[src/rtl/led_color_effect_generator_defines.svh]
// Assertion macros for the LED color effect generator RTL.
`ifndef LED_COLOR_EFFECT_GENERATOR_DEFINES_SVH
`define LED_COLOR_EFFECT_GENERATOR_DEFINES_SVH

// Checked property, ignored while reset is asserted.
`define LCEG_ASSERT(label, prop, msg) \
    label: assert property (@(posedge aclk) disable iff (!aresetn) prop) else $error(msg);

// Checked property that also holds across reset.
`define LCEG_ASSERT_RST(label, prop, msg) \
    label: assert property (@(posedge aclk) prop) else $error(msg);

`endif

[src/rtl/lceg_fifo.sv]
// Two-entry queue that decouples the front from the back.
`include "led_color_effect_generator_defines.svh"

module lceg_fifo #(
    parameter int WIDTH = 8
) (
    input  logic             aclk,
    input  logic             aresetn,
    input  logic             push,
    input  logic [WIDTH-1:0] wdata,
    input  logic             pop,
    output logic [WIDTH-1:0] rdata,
    output logic             full,
    output logic             empty
);

    localparam int DEPTH = 2;

    logic [WIDTH-1:0] mem_reg [DEPTH];
    logic             wr_ptr_reg, wr_ptr_next;
    logic             rd_ptr_reg, rd_ptr_next;
    logic [1:0]       count_reg, count_next;
    logic             do_push, do_pop;

    assign full    = (count_reg == 2'(DEPTH));
    assign empty   = (count_reg == 2'd0);
    assign do_push = push && !full;
    assign do_pop  = pop && !empty;
    assign rdata   = mem_reg[rd_ptr_reg];

    // Pointer and fill count update.
    always_comb begin
        wr_ptr_next = do_push ? !wr_ptr_reg : wr_ptr_reg;
        rd_ptr_next = do_pop ? !rd_ptr_reg : rd_ptr_reg;
        count_next  = count_reg + 2'(do_push) - 2'(do_pop);
    end

    always_ff @(posedge aclk) begin
        if (!aresetn) begin
            wr_ptr_reg <= 1'b0;
            rd_ptr_reg <= 1'b0;
            count_reg  <= 2'd0;
        end else begin
            wr_ptr_reg <= wr_ptr_next;
            rd_ptr_reg <= rd_ptr_next;
            count_reg  <= count_next;
        end
    end

    // Entry storage.
    always_ff @(posedge aclk) begin
        if (do_push) begin
            mem_reg[wr_ptr_reg] <= wdata;
        end
    end

    `LCEG_ASSERT(a_count_bound, count_reg <= 2'(DEPTH), "queue count beyond depth")
    `LCEG_ASSERT(a_push_fills, do_push && !do_pop |=> !empty, "queue empty after a push")
    `LCEG_ASSERT(a_pop_drains, do_pop && !do_push |=> count_reg == $past(count_reg) - 2'd1,
        "queue count wrong after a pop")
    `LCEG_ASSERT_RST(a_reset_empty, !aresetn |=> empty, "queue not empty after reset")

endmodule

[config.mk]
export PLATFORM = sky130hd
export DESIGN_NAME = lceg_fifo
export DESIGN_NICKNAME = d
export VERILOG_FILES = /design/src/rtl/lceg_fifo.sv
export VERILOG_INCLUDE_DIRS = /design/src /design/src/rtl
export SDC_FILE = /design/constraint.sdc
export NUM_CORES = 1
export LEC_CHECK = 0
export ABC_CLOCK_PERIOD_IN_PS = 1600
export BUFFER_PORTS_ARGS = -buffer_cell sky130_fd_sc_hd__buf_4
export CORE_MARGIN = 1
export CORE_UTILIZATION = 44
export DETAILED_ROUTE_END_ITERATION = 7
export GPL_TIMING_DRIVEN = 0
export PLACE_DENSITY_LB_ADDON = 0.12
export SKIP_CTS_REPAIR_TIMING = 1
export SLEW_MARGIN = 5
export SYNTH_ARGS = -nofsm -noshare
export SYNTH_HDL_FRONTEND = slang
export SYNTH_SLANG_ARGS = --single-unit
export TNS_END_PERCENT = 5
[constraint.sdc]
create_clock -name aclk -period 1.6 [get_ports aclk]
set_clock_uncertainty 0.2 [all_clocks]
set_input_delay 0.16 -clock aclk [delete_from_list [all_inputs] [get_ports aclk]]
set_output_delay 0.16 -clock aclk [all_outputs]
set_load 0.05 [all_outputs]
======== Word-level counts from Yosys, hierarchy flattened ========
Memories as Yosys holds them, arrays and structs flattened. A register that Yosys moved wholly into a read port is not among the register bits.
Cells that the tools add are included.
word-level totals
  output and inout bits ................... 10
  memories ................................ 1
  bits in registers ....................... 4
  word-level logic and storage cells ...... 18
  bits in writable memories ............... 16
  bits of input ports ..................... 12
memory list
  memory   depth  width  read ports  clocked after memory_dff  write ports  line             RTL
  mem_reg  2      8      1           1                         1            lceg_fifo.sv:19  logic [WIDTH-1:0] mem_reg [DEPTH];
cells by class
  add/subtract/negate cells ............... 2
  reduce and logical (&&, ||, !) cells .... 7
  multiplexer cells ....................... 4
  equality and inequality tests ........... 1
operator list
  cell                  count
  $logic_not A1 Y1      4
  $mux W1               4
  $add A2 B1 Y2         1
  $eq A2 B2 Y1 const B  1
  $logic_and A1 B1 Y1   2
  $logic_not A2 Y1      1
  $sub A2 B1 Y2         1

======== Longest topological paths before layout ========
  word-level depth ........................ 5
  gate-level depth with buffers ........... 8
  depth with buffers taken out ............ 8

======== Worst setup path before layout ========
Ideal clock, no wire load.
  kind .................................... register -> register
  from .................................... reg count_reg[0]
  to ...................................... reg count_reg[1]
  clock period less this slack ............ 1.745 ns
  data required time ...................... 1.322 ns
  buffers on the path ..................... 0
  library setup time ...................... 0.078 ns
  cell stages (with the launch flop) ...... 9
  arrival time ............................ 1.467 ns
  setup slack ............................. -0.145 ns
  cell sequence ........................... dfxtp_1 nand2b_1 nand2_1 ha_1 inv_1 ha_1 xor2_1 and2_2 nor3_1
on the way
  longest elaborated chain between the ends .. 5
  elaborated cells on any way between the ends .. 8
  those cells by class .................... add/sub (2); eq/ne (1); reduce/logical (5)
RTL lines
  what                    line             RTL
  from (decl)             lceg_fifo.sv:22  logic [1:0] count_reg, count_next;
  from (signal assigned)  lceg_fifo.sv:46  count_reg <= count_next;
  $eq A2 B2 Y1            lceg_fifo.sv:25  assign full = (count_reg == 2'(DEPTH));
  $logic_not A1 Y1        lceg_fifo.sv:27  assign do_push = push && !full;
  $logic_and A1 B1 Y1     lceg_fifo.sv:27
  $add A2 B1 Y2           lceg_fifo.sv:35  count_next = count_reg + 2'(do_push) - 2'(do_pop);
  $sub A2 B1 Y2 (*)       lceg_fifo.sv:35
Mark *: on every way between the ends. The rest lies on a longest branch, timed or not.
A chain may end at the register's enable or synchronous reset.

======== Worst setup path in the final report ========
  from .................................... reg count_reg[1]
  to ...................................... reg count_reg[1]
on the way
  elaborated cells on any way between the ends .. 8
  those cells by class .................... add/sub (2); eq/ne (1); reduce/logical (5)
RTL lines
  what                 line             RTL
  $logic_not A2 Y1     lceg_fifo.sv:26  assign empty = (count_reg == 2'd0);
  $logic_not A1 Y1     lceg_fifo.sv:28  assign do_pop = pop && !empty;
  $logic_and A1 B1 Y1  lceg_fifo.sv:28
  via do_pop           lceg_fifo.sv:23  logic do_push, do_pop;
  $sub A2 B1 Y2        lceg_fifo.sv:35
The timed path passes the listed nets, and every way through them passes these cells.

==> metrics <==
status finished, violations left; violated checks hold timing, setup timing; vias in the first global route 395; residual DRC count 0; setup_tns -0.129 ns; Primary FF master, synth edfxtp_1; pre-CTS setup slack -0.143 ns; Die ar. 2020 um2; Crit Path Class flip-flop to flip-flop; LEAKAGE 0.000499 uW; Mapped Area 812 um2; pwr dens 1700 nW/um2; final period utilization 106%; Layout area overhead 51.3%; multi-input logic area 267 um2; slew of the pin with the lowest slew margin 0.429 ns; syn nets 66; Ys Warns 0; # diodes 0; FFs w/ async S/R, synth 0%; drt total wl 1.20 mm; sequential area share after synthesis 71.5%; total core area 1730 um2; Congestion Overflow GR 0; Total GRT Usage 11.9%; Final WS setup -0.101 ns; layout cells sized above 1 54.5%; CTS Buf Count 3; Root Driver clkbuf_4; clk sinks 21; # setup viols final 8; maximum vdd ir drop 0.00105 V; DR pass1 iterations 4; Worst Hold Class input pin to flip-flop; PortBufs 21; CTS tree done; post-DP HPWL 823 um; Rows 15; Nets 103; EDFF count, synth 16; clock buffer depth 2; io pins 22; drt first-iter violations 4; Max-Cap Viols 0; Max H-tree Level 1; Post-DRT Antenna Nets 0; max FFs per register 16; Post-Syn Area per Cell 15.6 um2; routability cong. 0.682; Commonest cells post-synth edfxtp_1 (16), mux2_2 (8), dfxtp_1 (5), nor2_1 (5), inv_1 (3); Die X 45.0 um; Synth top area share 59.2%; Worst-path clk slew 0.10 ns; most numerous cell in the Yosys netlist edfxtp_1; placed cell areas 1040 um2; Via Count 511; unique cell type count in the Yosys netlist 17; post-synthesis instance total 52; relative slew slack 71.4%; clk_lat worst skew 0.28 ns; largest net degree at the start of global routing 12; initial antenna violation count 0; Slew Limit Fails 0; hold_ws -0.00110 ns; DR WL/cell 10.6 um; worst endpoint data arrival time 1.69 ns; Max Clk Rate 588 MHz; Final Hold Viols 1; number of fill cells 140; CP endpoint kind flip-flop; Max Fanout on Critical Path 3; clock period minus final worst setup slack 1.70 ns; area leader, netlist edfxtp_1; synth top area cells edfxtp_1 (59%), dfxtp_1 (12%), mux2_2 (11%), ha_1 (3.1%), nor2_1 (2.3%); Die H 45.0 um; first-pass GRT wire length 1.66 mm; Storage cell area 589 um2; Starting Density 47.0%; crit start category flip-flop; RSZ-0062 raised after global routing true; register bit total from synthesis 21; fin area 1230 um2; Via density 4.52; worst path required time 1.59 ns
==> cell type report <==
type | count | area share [%]
multi-input combinational | 27 | 21.7
tap | 25 | 2.55
sequential | 21 | 48.0
buffer | 1 | 0.916
timing repair buffer | 32 | 23.8
clock buffer | 4 | 2.14
inverter | 3 | 0.916
==> per-layer routing <==
metal	GRT usage [%]	part of all wire [%]	vias up
met5	0	0	-
met4	3.64	0	0
met3	4.80	3.3	0
met2	17.4	52	13
met1	16.3	45	244
li1	-	-	254
==> cells by family after synthesis <==
logic type	Yosys count	share of synthesized area [%]
flip-flops	21	71.5
AND/OR/NAND/NOR	13	7.86
multiplexers	9	12.3
buffers and inverters	4	2.00
XOR/XNOR	2	2.16
adder cells (fa/ha/maj)	2	3.08
AO/OA/AOI/OAI	1	1.08
==> worst max-delay path, stage by stage (launching register included) <==
cell and delay (ns):
dfxtp_4 0.37, o21a_4 0.22, ha_4 0.23, inv_2 0.04, ha_2 0.15, xor2_1 0.18
and2_4 0.17, nor3_2 0.03
==> final timing paths <==
kind                                     end  cells after the start  slack, ns         start
worst max register to register  count_reg[1]                      7      -0.10  count_reg[1]
worst min-delay path              wr_ptr_reg                      3     -0.001          push
worst max-delay path            count_reg[1]                      7      -0.10  count_reg[1]
worst min register to register    wr_ptr_reg                      2       0.31    wr_ptr_reg
==> layout by cell type, fill, tap and decap left out <==
cell           Yosys  final
clkbuf_4           0      3
nor2_1             5      4
xnor2_1            1      1
nand2_1            2      1
dfxtp_4            0      2
inv_2              0      1
edfxtp_1          16     16
nor2_2             0      1
mux2_4             0      1
ha_2               0      1
xor2_1             1      1
nand2b_4           0      1
and2_4             0      2
mux2_2             8      7
mux2i_1            1      1
dlygate4sd3_1      0      9
o21a_4             0      1
clkbuf_1           0      1
and3_1             1      1
inv_1              3      2
dfxtp_1            5      2
buf_6              0      9
ha_4               0      1
nor3_2             0      1
nand2b_1           2      1
dfxtp_2            0      1
buf_4              0     15
nand2_4            0      1
==> where the power goes <==
| group | leakage, uW | internal (uW) | switching, uW |
|---|---|---|---|
| clock network | 0.0000150 | 96.8 | 136 |
| registers | 0.000192 | 728 | 58.0 |
| logic | 0.000292 | 462 | 607 |
==> metrics by stage <==
step	power, uW	utilization [%]	cells
3_5_place_dp	1710	60.3	98
4_1_cts	1950	61.8	102
3_3_place_gp	1700	60.3	98
5_1_grt	2200	71.2	113
2_1_floorplan	1480	-	52
6_report	2090	71.2	113
Note: power is estimated with default switching activity, not from simulation.
