### config.mk
export PLATFORM = sky130hd
export DESIGN_NAME = lceg_front
export DESIGN_NICKNAME = d
export VERILOG_FILES = /design/src/rtl/led_color_effect_generator_defines.svh /design/src/rtl/lceg_pkg.sv /design/src/rtl/lceg_front.sv
export SDC_FILE = /design/constraint.sdc
export NUM_CORES = 1
export LEC_CHECK = 0
export BUFFER_PORTS_ARGS = -buffer_cell sky130_fd_sc_hd__buf_4
export CAP_MARGIN = 15
export CORE_UTILIZATION = 35
export DETAILED_ROUTE_END_ITERATION = 10
export PLACE_DENSITY_LB_ADDON = 0.12
export SLEW_MARGIN = 20
export SYNTH_ARGS = -nofsm -noshare
export SYNTH_HDL_FRONTEND = slang
export SYNTH_SLANG_ARGS = --single-unit
### constraint.sdc
create_clock -name vclk -period 6.3
set_input_delay 0.63 -clock vclk [all_inputs]
set_output_delay 0.63 -clock vclk [all_outputs]
set_load 0.03 [all_outputs]
### src/rtl/led_color_effect_generator_defines.svh
// Assertion macros for the LED color effect generator RTL.
`ifndef LED_COLOR_EFFECT_GENERATOR_DEFINES_SVH
`define LED_COLOR_EFFECT_GENERATOR_DEFINES_SVH

// Checked property, ignored while reset is asserted.
`define LCEG_ASSERT(label, prop, msg) \
    label: assert property (@(posedge aclk) disable iff (!aresetn) prop) else $error(msg);

// Checked property that also holds across reset.
`define LCEG_ASSERT_RST(label, prop, msg) \
    label: assert property (@(posedge aclk) prop) else $error(msg);

`endif

### src/rtl/lceg_pkg.sv
// Shared types, constants and table functions of the LED color effect generator.
package lceg_pkg;

    localparam int EASE_DEPTH_DEF = 256;
    localparam int TIME_BITS_DEF  = 32;
    localparam int PER_W          = 16;
    localparam int DIV_W          = 17;
    localparam int COLOR_W        = 24;
    localparam int LVL_W          = 8;
    localparam int EASE_W         = 9;
    localparam int MODE_W         = 4;
    localparam int CFG_IDX_W      = 3;
    localparam int CFG_DATA_W     = 24;
    localparam int STAGE_W        = 3;

    localparam logic [63:0] PI_Q30  = 64'd3373259426;
    localparam logic [63:0] ONE_Q30 = 64'd1073741824;

    // Effect modes after classification; unknown codes become off.
    typedef enum logic [MODE_W-1:0] {
        MODE_OFF      = 4'd0,
        MODE_SOLID    = 4'd1,
        MODE_BLINK    = 4'd2,
        MODE_FADE_IN  = 4'd3,
        MODE_FADE_OUT = 4'd4,
        MODE_BREATHE  = 4'd5,
        MODE_SHIFT    = 4'd6,
        MODE_RAINBOW  = 4'd7,
        MODE_SIREN    = 4'd8
    } mode_t;

    // Configuration register indexes.
    typedef enum logic [CFG_IDX_W-1:0] {
        REG_EFFECT_MODE = 3'd0,
        REG_COLOR_A     = 3'd1,
        REG_COLOR_B     = 3'd2,
        REG_PERIOD_A    = 3'd3,
        REG_PERIOD_B    = 3'd4
    } reg_idx_t;

    // Current configuration, periods already forced to at least one.
    typedef struct packed {
        logic [MODE_W-1:0]  mode;
        logic [COLOR_W-1:0] color_a;
        logic [COLOR_W-1:0] color_b;
        logic [PER_W-1:0]   period_a;
        logic [PER_W-1:0]   period_b;
    } cfg_t;

    // Classified item handed from the front to the back.
    typedef struct packed {
        mode_t             mode;
        logic [DIV_W-1:0]  divisor;
    } item_t;

    // Side information that travels with an item through the phase stages.
    typedef struct packed {
        mode_t              mode;
        logic               inv;
        logic               on;
        logic [STAGE_W-1:0] stage;
    } side_t;

    // Rainbow hue for one of the seven stages.
    function automatic logic [COLOR_W-1:0] rainbow_color(input logic [STAGE_W-1:0] stage);
        logic [COLOR_W-1:0] c;
        case (stage)
            3'd0: c = 24'hFF0000;
            3'd1: c = 24'hFF6400;
            3'd2: c = 24'hFFFF00;
            3'd3: c = 24'h00FF00;
            3'd4: c = 24'h00FFFF;
            3'd5: c = 24'h0000FF;
            3'd6: c = 24'hFF00FF;
            default: c = 24'h000000;
        endcase
        return c;
    endfunction

endpackage

### src/rtl/lceg_front.sv
// Front part: accepts time samples and classifies them by effect mode.
module lceg_front #(
    parameter int TIME_BITS = lceg_pkg::TIME_BITS_DEF
) (
    input  lceg_pkg::cfg_t        cfg,
    input  logic                  s_valid,
    output logic                  s_ready,
    input  logic [31:0]           s_time_ms,
    input  logic                  q_full,
    output logic                  q_push,
    output lceg_pkg::item_t       q_item,
    output logic [TIME_BITS-1:0]  q_time
);
    import lceg_pkg::*;

    logic [DIV_W-1:0] pa_w;
    logic [DIV_W-1:0] pb_w;
    mode_t            mode;

    assign s_ready = !q_full;
    assign q_push  = s_valid && !q_full;
    assign q_time  = s_time_ms[TIME_BITS-1:0];
    assign pa_w    = DIV_W'(cfg.period_a);
    assign pb_w    = DIV_W'(cfg.period_b);

    // Map the raw mode code; codes past siren act as off.
    always_comb begin
        if (cfg.mode <= MODE_W'(MODE_SIREN)) begin
            mode = mode_t'(cfg.mode);
        end else begin
            mode = MODE_OFF;
        end
    end

    // Pick the cycle length that the time is reduced by.
    always_comb begin
        q_item.mode = mode;
        case (mode)
            MODE_BLINK: begin
                q_item.divisor = pa_w + pb_w;
            end
            MODE_FADE_IN, MODE_FADE_OUT, MODE_SHIFT: begin
                q_item.divisor = pa_w + DIV_W'(1);
            end
            MODE_BREATHE: begin
                q_item.divisor = pa_w + pb_w + DIV_W'(1);
            end
            MODE_RAINBOW, MODE_SIREN: begin
                q_item.divisor = pa_w;
            end
            default: begin
                q_item.divisor = DIV_W'(1);
            end
        endcase
    end

endmodule

# Yosys cells after proc, flatten, opt, wreduce, memory -nomap -nowiden
# Cells that the tools add are included.
# op_classes
reduce_logical	4
n_addsub	3
n_lt_le_gt_ge	1
muxes	2
eq_ne	7
# op_table
op	count
$pmux W17 S4	1
$add A16 B1 Y17 const B	1
$add A16 B16 Y17	1
$add A17 B1 Y17 const B	1
$eq A4 B3 Y1 const B	4
$eq A4 B2 Y1 const B	2
$eq A4 B4 Y1 const B	1
$le A4 B4 Y1 const B	1
$mux W4	1
$reduce_or A3 Y1	1
$reduce_or A2 Y1	1
$logic_and A1 B1 Y1	1
$logic_not A1 Y1	1
# totals
output_inout_bits	55
reg_bits	0
inputBits	118
wordCells	17

# Longest topological paths before layout
# Gate-level depths: netlist (run 1).
# logic_depth
ltp_word	5
ltp_mapped	13
mapped_depth_nobuf	11

# Worst setup path before layout (run 1)
# OpenSTA, ideal clock, no wires.
# synth_path
path_kind	input to output
startpoint	in cfg[0] (netlist name)
endpoint	out q_item[15] (netlist name)
cell_stages	10
t_required_ps	5670
setup_slack_ps	1920
n_path_buf	0
t_arrival_ps	3750
path_cell_list	ha_1 fa_1 a211oi_2 nor2_1 nor4_1 o21bai_1 nand4b_1 a211o_1 o21a_1 o31ai_1
# synth_rtl
element	line	source
from (decl)	lceg_front.sv:5	input lceg_pkg::cfg_t cfg,
to (decl)	lceg_front.sv:11	output lceg_pkg::item_t q_item,

==> reports/metrics.yaml, run 1 <==
global_route:
  use_met1_pct: 28.6
  antenna_found_initial: 0
  grt-ovfl-total: 0
  top_usage_layer: "met2"
  grt_pass1_vias: 2321
  grt_use_total_pct: 19.2
  grt_max_degree: 28
  gr-usage-met2_pct: 32.2
  grt_use_met3_pct: 0.758
  grt_pass1_wl_um: 11800
drt:
  antenna_left: 0
  routedWlPerCell_um: 15.7
  first_pass_iters: 4
  routed_wl_um: 7290
  remaining_drc_errors: 0
  via_per_inst: 5.70
  via_count: 2643
  drt-initial-drc-count: 175
sta:
  hold_violations: 0
  setup_viol: 0
  relSlewSlack_pct: 43.3
  fmax_mhz: 214
  period_share_pct: 74.1
  setup_tns_ns: 0
  rsz0062_at_grt: "false"
  fin_crit_ns: 4.67
  slew_violations: 0
  worstMarginPinSlew_ns: 0.841
  worst_slack_ns: 1.63
power_and_ir_drop:
  p_total_mw: 0.263
  ir_drop_mv: 0.0332
  p_leak_nw: 1.09
  p_per_area_nw_per_um2: 96.9
yosys:
  yosys-top-cells-count: "35 x nand2_1, 33 x buf_4, 30 x nor2_1, 20 x o21ai_0, 19 x a21oi_1"
  synth_compound_area_share_pct: 34.4
  synthSimpleGateAreaFrac_pct: 29.5
  syn_nets: 494
  post_synth_num_cell_types: 79
  synth_most_common_cell: "nand2_1"
  synthMuxAreaShare_pct: 3.22
  yosys.area_share.adder_pct: 9.22
  synth-seq-area-share_pct: 0
  synth_top_family_by_area: "compound AO/OA/AOI/OAI gates"
  synth.area.top_cells: "buf_4 9.8%, ha_1 8.4%, nand2_1 5.2%"
  synth.largest_area_cell: "buf_4"
  netlist_area_um2: 2520
  syn_inst: 358
  synth_xor_area_share_pct: 6.94
  syn_area_per_cell_um2: 7.05
  yosysTopAreaCellShare_pct: 9.81
  synth_warnings: 0
cells_and_area:
  n_clock_buffer: 0
  final_area_um2: 2710
  num-nets-final: 506
  drive_gt1_share_pct: 23.6
  fill_cells: 769
  layout.area.seq_um2: 0
  nFlopsAndLatches: 0
  area_delta_synth_final_pct: 7.38
  antenna_cells: 0
  multi_input_area_um2: 2100
floorplanning:
  die_h_um: 86.9
  coreArea_um2: 6870
  num_rows: 30
  die_w_um: 86.9
  die-area_um2: 7560
  start_util_pct: 36.8
  ios: 173
clock_tree:
  post-cts-setup-buffer-count: 0
  ctsResizeCount: 0
  cts_hold_buf: 0
setup_path:
  crit_fanout: 6
  end_kind: "output pin"
  cp-start-kind: "primary input"
  critical_path_class: "primary input to output pin"
  critPathRequiredTime_ns: 5.67
  crit_arrival_ns: 4.04
placed_design:
  dpl_worst_slack_ns: 1.68
  hpwl_um: 5770
  gp_congestion: 0.872
  port_buffers: 61
  placed_area_um2: 2710
hold_path:
  min_path_type: "primary input to output pin"
  hold_path_end: "q_time[11]"
  hp-start: "s_time_ms[11]"
  worstHoldPathCells: 0
run:
  cap_violations: 0
outcome:
  status: "finished clean"
logic make-up (layout without fill, tap and decap cells):
logic type      after synthesis  after routing
fa+ha+maj                    18             18
mux                           8              8
compound gates              114            114
buf+inv                      58             68
xor+xnor                     20             20
simple gates                140            140
placed cells by master, fill, tap and decap left out, types with 3 or more instances in the layout:
master	count
buf_4	62
nand2_1	35
nor2_1	30
o21ai_0	20
a21oi_1	19
ha_1	17
xor2_1	10
nand3_1	10
xnor2_1	10
nor3_1	9
a22oi_1	9
nor2b_1	8
mux2i_1	7
inv_1	6
a211oi_1	6
o21a_1	6
and2_1	5
o31ai_1	5
or3_1	4
and3_1	4
nand2b_1	4
nor3b_1	4
nand4_1	4
o211ai_1	4
o21ai_1	3
a41oi_1	3
and2_2	3
and4_1	3
a311oi_1	3
o221ai_1	3
power breakdown:
part | internal [mW] | leakage (nW) | switching (mW)
clock | 0 | 0 | 0
combinational | 0.104 | 1.09 | 0.159
sequential | 0 | 0 | 0
layout make-up:
type                            count  share of cell area, %
Tap cell                           96                   4.43
Inverter                            6                  0.831
Multi-Input combinational cell    300                   77.6
Timing Repair Buffer               62                   17.2
worst max path at each step:
stage	startpoint	to	slack (ns)	depth (start not counted)
floorplan	cfg[0]	q_item[15]	1.92	10
global placement	cfg[16]	q_item[15]	1.67	12
detailed placement	cfg[16]	q_item[13]	1.68	12
CTS	cfg[16]	q_item[15]	1.67	12
global route	cfg[16]	q_item[13]	1.38	12
finish	cfg[16]	q_item[15]	1.63	12
critical path: stages:
cell and delay [ns]:
buf_4 0.14, ha_1 0.22, fa_1 0.42, a211oi_2 0.45, nor2_1 0.20, nor4_1 0.53
o21bai_1 0.17, nand4b_1 0.34, a211o_1 0.34, o21a_1 0.18, o31ai_1 0.21, buf_4 0.20
through the flow:
stage	hold WS, ns	cells	utilization [%]
after floorplan	1.37	358	-
after global placement	1.26	464	39.5
after detailed placement	1.26	464	39.5
after CTS	1.26	464	39.5
after global routing	1.26	464	39.5
final	1.26	464	39.5
metal layers:
metal,vias to the layer above,part of all wire (%)
met5,-,0
met4,0,0
met3,0,5.6
met2,91,46
met1,1217,49
li1,1335,-
Power figures use the tool's default switching activity.
==> inputs of run 2 (changes only) <==
- clock period: 6.3 -> 4.4 ns (I/O delays scaled with it)
==> reports/metrics.yaml, run 2 (synthesis gave the netlist of run 1 again) <==
cells_and_area:
  layout_common_cells: "69 x buf_4, 35 x nand2_1, 30 x nor2_1, 20 x o21ai_0, 19 x a21oi_1"
  final_common_cell: "buf_4"
  final_area_um2: 2760  # +1.9%
  layout.area.seq_um2: 0  # unchanged
  antenna_cells: 0  # unchanged
  stdcell_count: 471  # +1.5%
  n_clock_buffer: 0  # unchanged
  nFlopsAndLatches: 0  # unchanged
  drive_gt1_share_pct: 25.1  # +1.4 points
  area_delta_synth_final_pct: 9.46
  num-nets-final: 513  # +1.4%
  post-route-util_pct: 40.2  # +0.76 points
sta:
  period_share_pct: 88.3
  fmax_mhz: 257
  rsz0062_at_grt: "false"
  worst_slack_ns: 0.516  # -1.12 ns
  setup_viol: 0  # unchanged
  setup_tns_ns: 0  # unchanged
  worstMarginPinSlew_ns: 0.780  # -0.0612 ns
  relSlewSlack_pct: 47.4  # +4.1 points
  slew_violations: 0  # unchanged
  hold_violations: 0  # unchanged
  hold-worst-slack_ns: 0.880  # -0.380 ns
  fin_crit_ns: 3.88
setup_path:
  path_cells: "buf_4 > ha_1 > fa_1 > a211oi_2 > buf_4 > o21ai_0 > a2111oi_0 > a211oi_1 > and2_1 > a41oi_1 > nor3_1 > o31ai_1 > buf_4"
  cpMostUsedCell: "buf_4"
  slowest_stage: "a2111oi_0"
  crit_arrival_ns: 3.44  # -0.60 ns
  crit_fanout: 6  # unchanged
  cp-start-kind: "primary input"
  crit_path_max_incr_delay_ns: 0.45  # -0.08 ns
  critPathRequiredTime_ns: 3.96  # -1.71 ns
  end_kind: "output pin"
  cp_top_family: "compound AO/OA/AOI/OAI gates"
  critical_path_class: "primary input to output pin"
  crit_buf_inv: 3  # +1
power_and_ir_drop:
  p_per_area_nw_per_um2: 140  # +45%
  p_total_mw: 0.387  # +47%
  ir_drop_mv: 0.0475  # +43%
  p_leak_nw: 1.12  # +3.2%
clock_tree:
  post-cts-setup-buffer-count: 0  # unchanged
  ctsResizeCount: 0  # unchanged
  cts_hold_buf: 0  # unchanged
floorplanning:
  die_h_um: 86.9  # unchanged
  coreArea_um2: 6870  # unchanged
  ios: 173  # unchanged
  start_util_pct: 36.8  # unchanged
  die-area_um2: 7560  # unchanged
  num_rows: 30  # unchanged
  die_w_um: 86.9  # unchanged
global_route:
  grt_use_total_pct: 20.1  # +0.92 points
  grt_pass1_vias: 2536  # +9.3%
  grt-ovfl-total: 0  # unchanged
  antenna_found_initial: 0  # unchanged
  grt_max_degree: 17  # -39%
  grt_pass1_wl_um: 12400  # +5.1%
drt:
  remaining_drc_errors: 0  # unchanged
  via_count: 2645  # +0.076%
  antenna_left: 0  # unchanged
  routedWlPerCell_um: 16.0  # +1.8%
  drt-initial-drc-count: 128  # -27%
  first_pass_iters: 4  # unchanged
  via_per_inst: 5.62  # -1.4%
  routed_wl_um: 7530  # +3.3%
outcome:
  status: "finished clean"
placed_design:
  gp_congestion: 0.867  # -0.63%
  dpl_worst_slack_ns: 0.555  # -1.12 ns
  hpwl_um: 6020  # +4.3%
  port_buffers: 61  # unchanged
  dpl.cell_count: 471  # +1.5%
  placed_area_um2: 2760  # +1.9%
hold_path:
  min_path_type: "primary input to output pin"
run:
  cap_violations: 0  # unchanged
run 2: power by group:
group          switching [mW]  internal (mW)  leakage [nW]
Sequential                  0              0             0
Combinational           0.231          0.156          1.12
Clock                       0              0             0
run 2: path summary, 6_finish.rpt:
kind                endpoint  depth (start not counted)          start  slack [ns]
setup / recovery  q_item[15]                         13        cfg[16]        0.52
hold / removal    q_time[11]                          0  s_time_ms[11]        0.88
run 2: metal layers:
| metal | up-vias | wire (um) | global-route usage (%) | share of wire [%] |
|---|---|---|---|---|
| met3 | 4 | 361 | 1.33 | 4.8 |
| met1 | 1219 | 3760 | 29.0 | 50 |
| met2 | 74 | 3350 | 33.6 | 44 |
| met5 | - | 0 | 0 | 0 |
| met4 | 0 | 56 | 2.58 | 0.74 |
| li1 | 1348 | - | - | - |
run 2: layout make-up:
cell class                 instances  area (um^2)
timing repair buffer              69          518
fill                             780         4110
tap                               96          120
multi-input combinational        300         2100
inverter                           6         22.5
==> inputs of run 3 (changes only) <==
- SETUP_SLACK_MARGIN: unset -> 0.05
- clock period: 4.4 -> 4.93 ns (I/O delays scaled with it)
==> reports/metrics.yaml, run 3 (synthesis gave the netlist of run 1 again) <==
power_and_ir_drop:
  p_leak_nw: 1.09  # -2.3%
  p_per_area_nw_per_um2: 124  # -11%
  ir_drop_mv: 0.0430  # -9.5%
  p_total_mw: 0.338  # -13%
global_route:
  grt_use_total_pct: 19.1  # -0.99 points
  antenna_found_initial: 0  # unchanged
  grt_pass1_wl_um: 11800  # -5.1%
  grt_max_degree: 23  # +6
  grt-ovfl-total: 0  # unchanged
  grt_pass1_vias: 2423  # -4.5%
cells_and_area:
  n_clock_buffer: 0  # unchanged
  drive_gt1_share_pct: 24.1  # -1.0 points
  final_common_cell: "buf_4"
  area_delta_synth_final_pct: 7.98
  nFlopsAndLatches: 0  # unchanged
  fill_cells: 751  # -3.7%
  layout_common_cells: "64 x buf_4, 35 x nand2_1, 30 x nor2_1, 20 x o21ai_0, 19 x a21oi_1"
  antenna_cells: 0  # unchanged
  num-nets-final: 508  # -0.97%
  multi_input_area_um2: 2100  # unchanged
  post-route-util_pct: 39.7  # -0.55 points
  layout.area.seq_um2: 0  # unchanged
floorplanning:
  die_w_um: 86.9  # unchanged
  coreArea_um2: 6870  # unchanged
  ios: 173  # unchanged
  num_rows: 30  # unchanged
  die-area_um2: 7560  # unchanged
  start_util_pct: 36.8  # unchanged
  die_h_um: 86.9  # unchanged
setup_path:
  critical_path_class: "primary input to output pin"
  critPathRequiredTime_ns: 4.44  # +0.48 ns
  end_kind: "output pin"
  cp-startpoint: "cfg[16]"
  crit_fanout: 6  # unchanged
  crit_arrival_ns: 3.90  # +0.46 ns
  cp-start-kind: "primary input"
drt:
  via_count: 2634  # -0.42%
  first_pass_iters: 4  # unchanged
  drt-initial-drc-count: 100  # -22%
  routed_wl_um: 7380  # -2.1%
  routedWlPerCell_um: 15.8  # -1.0%
  antenna_left: 0  # unchanged
  via_per_inst: 5.65  # +0.65%
  remaining_drc_errors: 0  # unchanged
run:
  cap_violations: 0  # unchanged
sta:
  setup_tns_ns: 0  # unchanged
  worstMarginPinSlew_ns: 0.843  # +0.0634 ns
  fin_crit_ns: 4.40
  relSlewSlack_pct: 43.2  # -4.3 points
  hold_violations: 0  # unchanged
  fmax_mhz: 228
  rsz0062_at_grt: "false"
  slew_violations: 0  # unchanged
  worst_slack_ns: 0.535  # +0.0187 ns
  setup_viol: 0  # unchanged
  period_share_pct: 89.1
placed_design:
  port_buffers: 61  # unchanged
  gp_congestion: 0.875  # +0.96%
  hpwl_um: 5940  # -1.2%
  dpl_worst_slack_ns: 0.549  # -0.00547 ns
clock_tree:
  post-cts-setup-buffer-count: 0  # unchanged
  cts_hold_buf: 0  # unchanged
  ctsResizeCount: 0  # unchanged
hold_path:
  hp-start: "s_time_ms[11]"
  min_path_type: "primary input to output pin"
outcome:
  status: "finished clean"
==> run 3: cell count changes in the layout (fill, tap and decap cells not counted) <==
cell / before / now
buf_4: 69 / 64
==> run 3: routing by layer <==
metal | global-route usage, % | routed length, um | vias to the layer above
li1 | - | - | 1341
met4 | 2.73 | 88 | 0
met1 | 26.5 | 3640 | 1218
met2 | 32.9 | 3300 | 69
met3 | 1.42 | 356 | 6
met5 | 0 | 0 | -
==> run 3: worst max-delay path: stages <==
cell and delay (ns):
buf_4 0.14, ha_1 0.22, fa_1 0.42, a211oi_2 0.44, nor2_1 0.20, nor4_1 0.52, o21bai_1 0.19, nand4b_1 0.33
a211o_1 0.32, o21a_1 0.18, o31ai_1 0.25, buf_4 0.21
==> run 3: metrics by stage <==
stage	area, um^2	hold WS [ns]	cells
global placement	2730	0.986	466
floorplan	2520	1.10	358
CTS	2730	0.986	466
finish	2730	0.986	466
global route	2730	0.986	466
detailed placement	2730	0.986	466
==> run 3: path summary, 6_finish.rpt <==
| check | cells past startpoint | to |
|---|---|---|
| hold / removal | 0 | q_time[11] |
| setup / recovery | 12 | q_item[15] |
==> run 3: report_power, final <==
| part | internal [mW] | total, mW | switching, mW |
|---|---|---|---|
| Combinational | 0.134 | 0.338 | 0.204 |
| Clock | 0 | 0 | 0 |
| Sequential | 0 | 0 | 0 |
| Total | 0.134 | 0.338 | 0.204 |
==> run 3: cell type report <==
type / count / area share [%]
Timing Repair Buffer: 64 / 17.6
Tap cell: 96 / 4.41
Inverter: 6 / 0.826
Multi-Input combinational cell: 300 / 77.1
